$ cat src/rtl/hpt_pkg.sv
// Shared constants, codes, command/status structs and helpers for the histogram percentile table.
package hpt_pkg;

	localparam int LEVELS     = 16384;
	localparam int COUNT_BITS = 24;
	localparam int LEVEL_W    = 14;
	localparam int ADDR_W     = $clog2(LEVELS);
	localparam int PCT_W      = 7;
	localparam int STATUS_W   = 2;
	localparam int NUM_W      = COUNT_BITS + PCT_W;
	localparam int PCT_SCALE  = 100;
	localparam int QK_W       = $clog2(PCT_W);

	typedef logic [ADDR_W-1:0]     addr_t;
	typedef logic [COUNT_BITS-1:0] count_t;

	typedef enum logic [1:0] {
		CMD_CLEAR  = 2'd0,
		CMD_ADD    = 2'd1,
		CMD_FINISH = 2'd2,
		CMD_QUERY  = 2'd3
	} cmd_code_t;

	typedef enum logic [STATUS_W-1:0] {
		ST_OK        = 2'd0,
		ST_NOT_READY = 2'd1,
		ST_EMPTY     = 2'd2
	} status_t;

	// Controller to datapath
	typedef struct packed {
		logic    capture;    // latch level of an accepted transaction
		logic    sweep_clr;  // restart sweep counter and running sum
		logic    hist_clr;   // drop integrated flag and total
		logic    clr_wr;     // write zero at sweep address, advance
		logic    add_wr;     // write incremented bin at level
		logic    fin_rd;     // read at sweep address
		logic    fin_wr;     // write running sum at sweep address, advance
		logic    div_load;   // load scaled cumulative count into divider
		logic    div_step;   // one quotient bit
		logic    res_set;    // latch result status
		status_t res_code;
		logic    out_load;   // move result into output register
	} hpt_cmd_t;

	// Datapath to controller
	typedef struct packed {
		logic sweep_last;
		logic integrated;
		logic total_zero;
		logic level_ok;
		logic div_last;
		logic out_free;
	} hpt_sts_t;

	function automatic count_t sat_add(input count_t a, input count_t b);
		logic [COUNT_BITS:0] s;
		s = {1'b0, a} + {1'b0, b};
		return s[COUNT_BITS] ? '1 : s[COUNT_BITS-1:0];
	endfunction

endpackage

$ cat src/rtl/hpt_ctrl.sv
// Controller state machine: sequences clear, add, finish and query transactions.
module hpt_ctrl import hpt_pkg::*; (
	input  logic       clk,
	input  logic       arst_n,
	input  logic       req_valid,
	input  logic [1:0] command,
	input  hpt_sts_t   sts,
	output hpt_cmd_t   cmd,
	output logic       req_stall
);

	typedef enum logic [9:0] {
		S_CLR    = 10'b00_0000_0001,
		S_IDLE   = 10'b00_0000_0010,
		S_ADD_RD = 10'b00_0000_0100,
		S_ADD_WR = 10'b00_0000_1000,
		S_FIN_RD = 10'b00_0001_0000,
		S_FIN_WR = 10'b00_0010_0000,
		S_Q_RD   = 10'b00_0100_0000,
		S_Q_MUL  = 10'b00_1000_0000,
		S_DIV    = 10'b01_0000_0000,
		S_RESP   = 10'b10_0000_0000
	} state_t;

	state_t    state_q;
	state_t    state_nxt;
	cmd_code_t code;

	assign code      = cmd_code_t'(command);
	assign req_stall = (state_q != S_IDLE);

	// State register; reset starts the clearing pass
	always_ff @(posedge clk or negedge arst_n) begin
		if (!arst_n) begin
			state_q <= S_CLR;
		end else begin
			state_q <= state_nxt;
		end
	end

	// Next state and datapath commands
	always_comb begin
		state_nxt = state_q;
		cmd       = '0;
		cmd.res_code = ST_OK;
		unique case (state_q)
			S_CLR: begin
				cmd.clr_wr = 1'b1;
				if (sts.sweep_last) state_nxt = S_IDLE;
			end
			S_IDLE: begin
				if (req_valid) begin
					cmd.capture = 1'b1;
					unique case (code)
						CMD_CLEAR: begin
							cmd.sweep_clr = 1'b1;
							cmd.hist_clr  = 1'b1;
							state_nxt     = S_CLR;
						end
						CMD_ADD: begin
							if (!sts.integrated && sts.level_ok) state_nxt = S_ADD_RD;
						end
						CMD_FINISH: begin
							if (!sts.integrated) begin
								cmd.sweep_clr = 1'b1;
								state_nxt     = S_FIN_RD;
							end
						end
						CMD_QUERY: begin
							priority if (!sts.integrated) begin
								cmd.res_set  = 1'b1;
								cmd.res_code = ST_NOT_READY;
								state_nxt    = S_RESP;
							end else if (sts.total_zero) begin
								cmd.res_set  = 1'b1;
								cmd.res_code = ST_EMPTY;
								state_nxt    = S_RESP;
							end else begin
								state_nxt = S_Q_RD;
							end
						end
						default: state_nxt = S_IDLE;
					endcase
				end
			end
			// Bin read is issued by the datapath from the latched level
			S_ADD_RD: state_nxt = S_ADD_WR;
			S_ADD_WR: begin
				cmd.add_wr = 1'b1;
				state_nxt  = S_IDLE;
			end
			S_FIN_RD: begin
				cmd.fin_rd = 1'b1;
				state_nxt  = S_FIN_WR;
			end
			S_FIN_WR: begin
				cmd.fin_wr = 1'b1;
				state_nxt  = sts.sweep_last ? S_IDLE : S_FIN_RD;
			end
			S_Q_RD: state_nxt = S_Q_MUL;
			S_Q_MUL: begin
				cmd.div_load = 1'b1;
				state_nxt    = S_DIV;
			end
			S_DIV: begin
				cmd.div_step = 1'b1;
				if (sts.div_last) begin
					cmd.res_set  = 1'b1;
					cmd.res_code = ST_OK;
					state_nxt    = S_RESP;
				end
			end
			S_RESP: begin
				if (sts.out_free) begin
					cmd.out_load = 1'b1;
					state_nxt    = S_IDLE;
				end
			end
			default: state_nxt = S_CLR;
		endcase
	end

endmodule

$ cat config.mk
export PLATFORM = sky130hd
export DESIGN_NAME = hpt_ctrl
export DESIGN_NICKNAME = d
export VERILOG_FILES = /design/src/rtl/hpt_pkg.sv /design/src/rtl/hpt_ctrl.sv
export SDC_FILE = /design/constraint.sdc
export NUM_CORES = 1
export LEC_CHECK = 0
export ABC_AREA = 1
export BUFFER_PORTS_ARGS = -buffer_cell sky130_fd_sc_hd__buf_2
export CAP_MARGIN = 20
export CORE_MARGIN = 3
export CORE_UTILIZATION = 54
export DETAILED_ROUTE_END_ITERATION = 8
export GPL_TIMING_DRIVEN = 0
export PLACE_DENSITY_LB_ADDON = 0.12
export SLEW_MARGIN = 15
export SYNTH_ARGS = -nofsm -noshare
export SYNTH_HDL_FRONTEND = slang
export SYNTH_SLANG_ARGS = --single-unit
$ cat constraint.sdc
create_clock -name clk -period 3.5 [get_ports clk]
set_input_delay 0.7 -clock clk [delete_from_list [all_inputs] [get_ports clk]]
set_output_delay 0.7 -clock clk [all_outputs]
set_load 0.01 [all_outputs]
### Word level (Yosys, flattened, before mapping)

Index checks and enable logic that the tools add are counted.

| storage, ports and cells | value |
|---|---|
| register bits after elaboration | 10 |
| latch bits | 0 |
| memory bits (writable) | 0 |
| memory bits (read-only) | 0 |
| input port bits | 11 |
| output and inout port bits | 14 |
| word-level logic and storage cells | 55 |
| memories | 0 |

| cells by class | value |
|---|---|
| add/sub/neg operators | 0 |
| multipliers | 0 |
| div/mod/pow operators | 0 |
| order comparisons | 0 |
| equal/unequal tests | 20 |
| shift-type cells | 0 |
| mux-type cells | 30 |
| bitwise logic cells | 0 |
| reductions and logical operators | 4 |

Operators with widths:

| cell | count |
|---|---|
| 10-bit case mux with 10 select lines | 1 |
| 10-bit 2-to-1 mux | 8 |
| 10-bit case mux with 4 select lines | 1 |
| 3-bit 2-to-1 mux | 7 |
| 10-bit by 1-bit == test with 1-bit output (second input constant) | 1 |
| 10-bit == test (second input constant) | 1 |
| 10-bit by 2-bit == test with 1-bit output (second input constant) | 1 |
| 10-bit by 3-bit == test with 1-bit output (second input constant) | 1 |
| 10-bit by 4-bit == test with 1-bit output (second input constant) | 1 |
| 10-bit by 5-bit == test with 1-bit output (second input constant) | 1 |
| 10-bit by 6-bit == test with 1-bit output (second input constant) | 1 |
| 10-bit by 7-bit == test with 1-bit output (second input constant) | 1 |
| 10-bit by 8-bit == test with 1-bit output (second input constant) | 1 |
| 10-bit by 9-bit == test with 1-bit output (second input constant) | 1 |
| 1-bit 2-to-1 mux | 10 |
| 10-bit by 2-bit != test with 1-bit output (second input constant) | 1 |
| 2-bit != test (second input constant) | 4 |
| 3-bit != test (second input constant) | 2 |
| 3-bit case mux with 2 select lines | 1 |
| 6-bit AND reduction | 1 |
| 5-bit 2-to-1 mux | 1 |
| 2-bit == test (second input constant) | 2 |
| 2-bit by 1-bit == test with 1-bit output (second input constant) | 1 |
| 2-bit logical NOT | 1 |
| other kinds (3) | 3 |

### Longest topological paths before layout

| logic depth | value |
|---|---|
| word-level depth | 6 |
| depth in mapped cells | 11 |
| gate-level depth less buffers | 11 |

### Worst setup path before layout

Ideal clock, no wire load.

| path | value |
|---|---|
| path kind | reg-to-output |
| start point | register state_q[8] |
| end point | output cmd[2] (netlist name) |
| arrival time | 1379 ps |
| data required time | 2800 ps |
| setup slack | 1421 ps |
| stages on the path, launching flop included | 8 |
| buffers on the path | 0 |
| path through | dfrtp_1 -> nor2_4 -> nand2_4 -> nor2_4 -> nand2_4 -> inv_6 -> nand2_4 -> nor4_1 |

RTL lines:

| element | line | text |
|---|---|---|
| from (decl) | hpt_ctrl.sv:25 | `state_t state_q;` |
| from (signal assigned) | hpt_ctrl.sv:37 | `state_q <= state_nxt;` |
| to (decl) | hpt_ctrl.sv:8 | `output hpt_cmd_t cmd,` |

==> reports/results.tsv <==
metric	value	unit
ys_seq_area_frac	0.2947	
dpl.hpwl	1.550	mm
gr-total-overflow	0	
rsz0062_at_grt	false	
cts_made_buffers	3	
reg_top3	state_q: 10 flops	
fin_worst_skew	0.4072	ps
ctsHoldBuffers	0	
seq_area	251.5	um2
antennaDiodeCount	0	
fin_crit_sh	0.6962	
rrSetupSlack	2000	ps
clk_pin_slew	70	ps
wirelength	1.863	mm
core_area	0.001383	mm2
power	0.5618	mW
r2r_end	state_q[1]	
drtIter0Drc	15	
std_cell_rows	13	
grt_pass1_vias	751	
initial_core_util	0.6172	
power_density	546.2	mW/mm2
fillers	116	
dr.pass1.iters	4	
synth_cell_types	23	
worstSkewPairLatency	270	ps
netlist_instances	132	
die_w	45.75	um
crit_arrival	1740	ps
antenna_found_initial	0	
critPathKind	reg -> out	
num_io_pins	25	
syn_avg_cell_area	6.465	um2
cts_setup_buffers	0	
nets	172	
h-tree-depth	1	
vias	862	
drc_errors	0	
cts_tree	yes	
setup_violations	0	
clock_path_buffers	2	
areaGrowthSynthToFinish	20.53	%
max_slew_margin	0.8207	
drv_cap	0	
yosysWarnings	0	
outcome	finished, final reports clean	
io_buffers	24	
gr-usage-all-layers	0.2167	
fmax	410.4	MHz
dieHeight	45.75	um
r2r_cells	10	
worstMarginPinSlew	268.3	ps
gp_congestion	0.8435	
peakVddDrop	0.3449	mV
cts.sinks	10	
setup_tns	0	ps
hold_violations	0	
viasPerCell	4.926	
grt_max_degree	11	
layout-drive-gt1-share	0.3313	
wl_per_cell	10.65	um
hold_path_class	in -> async	
synth-seq-cells	10	
largest-register	state_q	
drv_slew	0	
syn_nets	143	
drt.antenna.violating_nets	0	
fp.dieArea	0.002093	mm2
cp-end-kind	output port	
grt_pass1_wl	3.174	mm
ctsResizeCount	0	
period_needed	2437	ps
final_cells	175	
critical_path_required	2800	ps
critPathMaxFanout	9	
crit_path_start_kind	register	
dp_cells	171	
syn-cell-area	853.3	um2
multiInputGateArea	491.7	um2
cts_root_buf	clkbuf_4	
r2r-start	state_q[8]	
largest_reg_flops	10	
static-leakage-power	0.6954	nW
## worst max path at each step
stage               start  endpoint  slack (ps)  cells after the start
2_1_floorplan  state_q[8]    cmd[2]        1420                      7
3_3_place_gp   state_q[8]    cmd[2]        1400                      8
3_5_place_dp   state_q[8]   cmd[11]        1350                      8
4_1_cts        state_q[8]   cmd[11]        1050                      8
5_1_grt        state_q[7]   cmd[11]         900                      8
6_report       state_q[8]   cmd[11]        1060                      8
## critical path, stage by stage (launching register included)
cell and delay (ps):
dfrtp_1 420, nor2_4 270, nand2_4 80, nor2_4 130, nand2_4 90, inv_6 100, nand2_4 70, a211oi_1 150
buf_2 160
## power by group
| group | switching [mW] | internal, mW |
|---|---|---|
| registers | 0.0156 | 0.137 |
| clock network | 0.0434 | 0.0633 |
| logic | 0.192 | 0.111 |
## cells in the final DEF (no fill, tap or decap), types with 2 or more instances in the layout
| cell type | count |
|---|---|
| nand2_1 | 32 |
| nand3_1 | 8 |
| buf_2 | 24 |
| dfrtp_1 | 9 |
| nand2_2 | 6 |
| nor3_1 | 4 |
| nor2_4 | 3 |
| inv_1 | 24 |
| inv_2 | 3 |
| nor2_2 | 3 |
| nand3b_1 | 2 |
| nand4_1 | 3 |
| nand3_2 | 2 |
| nand2_4 | 4 |
| clkbuf_4 | 3 |
| nor2_1 | 20 |
## final cells by class
type | count | share of cell area
clock buffer | 4 | 0.03528
inverter | 28 | 0.1071
tap | 15 | 0.01825
sequential | 10 | 0.2445
multi-input combinational | 94 | 0.4781
timing repair buffer | 24 | 0.1168
## stage by stage
stage	util	hold WS [ps]	cell area, um2	worst slack, ps
3_5_place_dp	0.7176	538.7	992.2	1350
3_3_place_gp	0.7176	538.1	992.2	1401
6_report	0.7439	276.9	1028	1063
4_1_cts	0.7439	281.5	1028	1051
5_1_grt	0.7439	277.3	1028	904.4
2_1_floorplan	-	404.4	853.3	1421
## metal layers
metal	track usage	routed length [um]	vias up
met5	0	0	-
met4	0.07386	23	0
met3	0.05929	98	4
met2	0.3649	940	23
met1	0.2641	800	375
li1	-	-	460
## synthesized netlist by cell type (all sizes together)
library cell,number,area share
nor3,4,0.023
nor2,26,0.15
nor4,1,0.0073
nand2,42,0.24
nand3b,2,0.018
and2,1,0.0088
dfrtp,9,0.26
inv,28,0.13
a21oi,1,0.0059
dfstp,1,0.031
o21ai,2,0.016
nand3,10,0.070
o21bai,1,0.0088
a211oi,1,0.0088
nand4,3,0.022
## logic make-up after synthesis
logic type,synth area share
and+or+nand+nor,0.5367
buffers and inverters,0.1290
AOI/OAI and AO/OA,0.03959
DFF,0.2947
No activity file was read; power rests on OpenSTA's default activity.
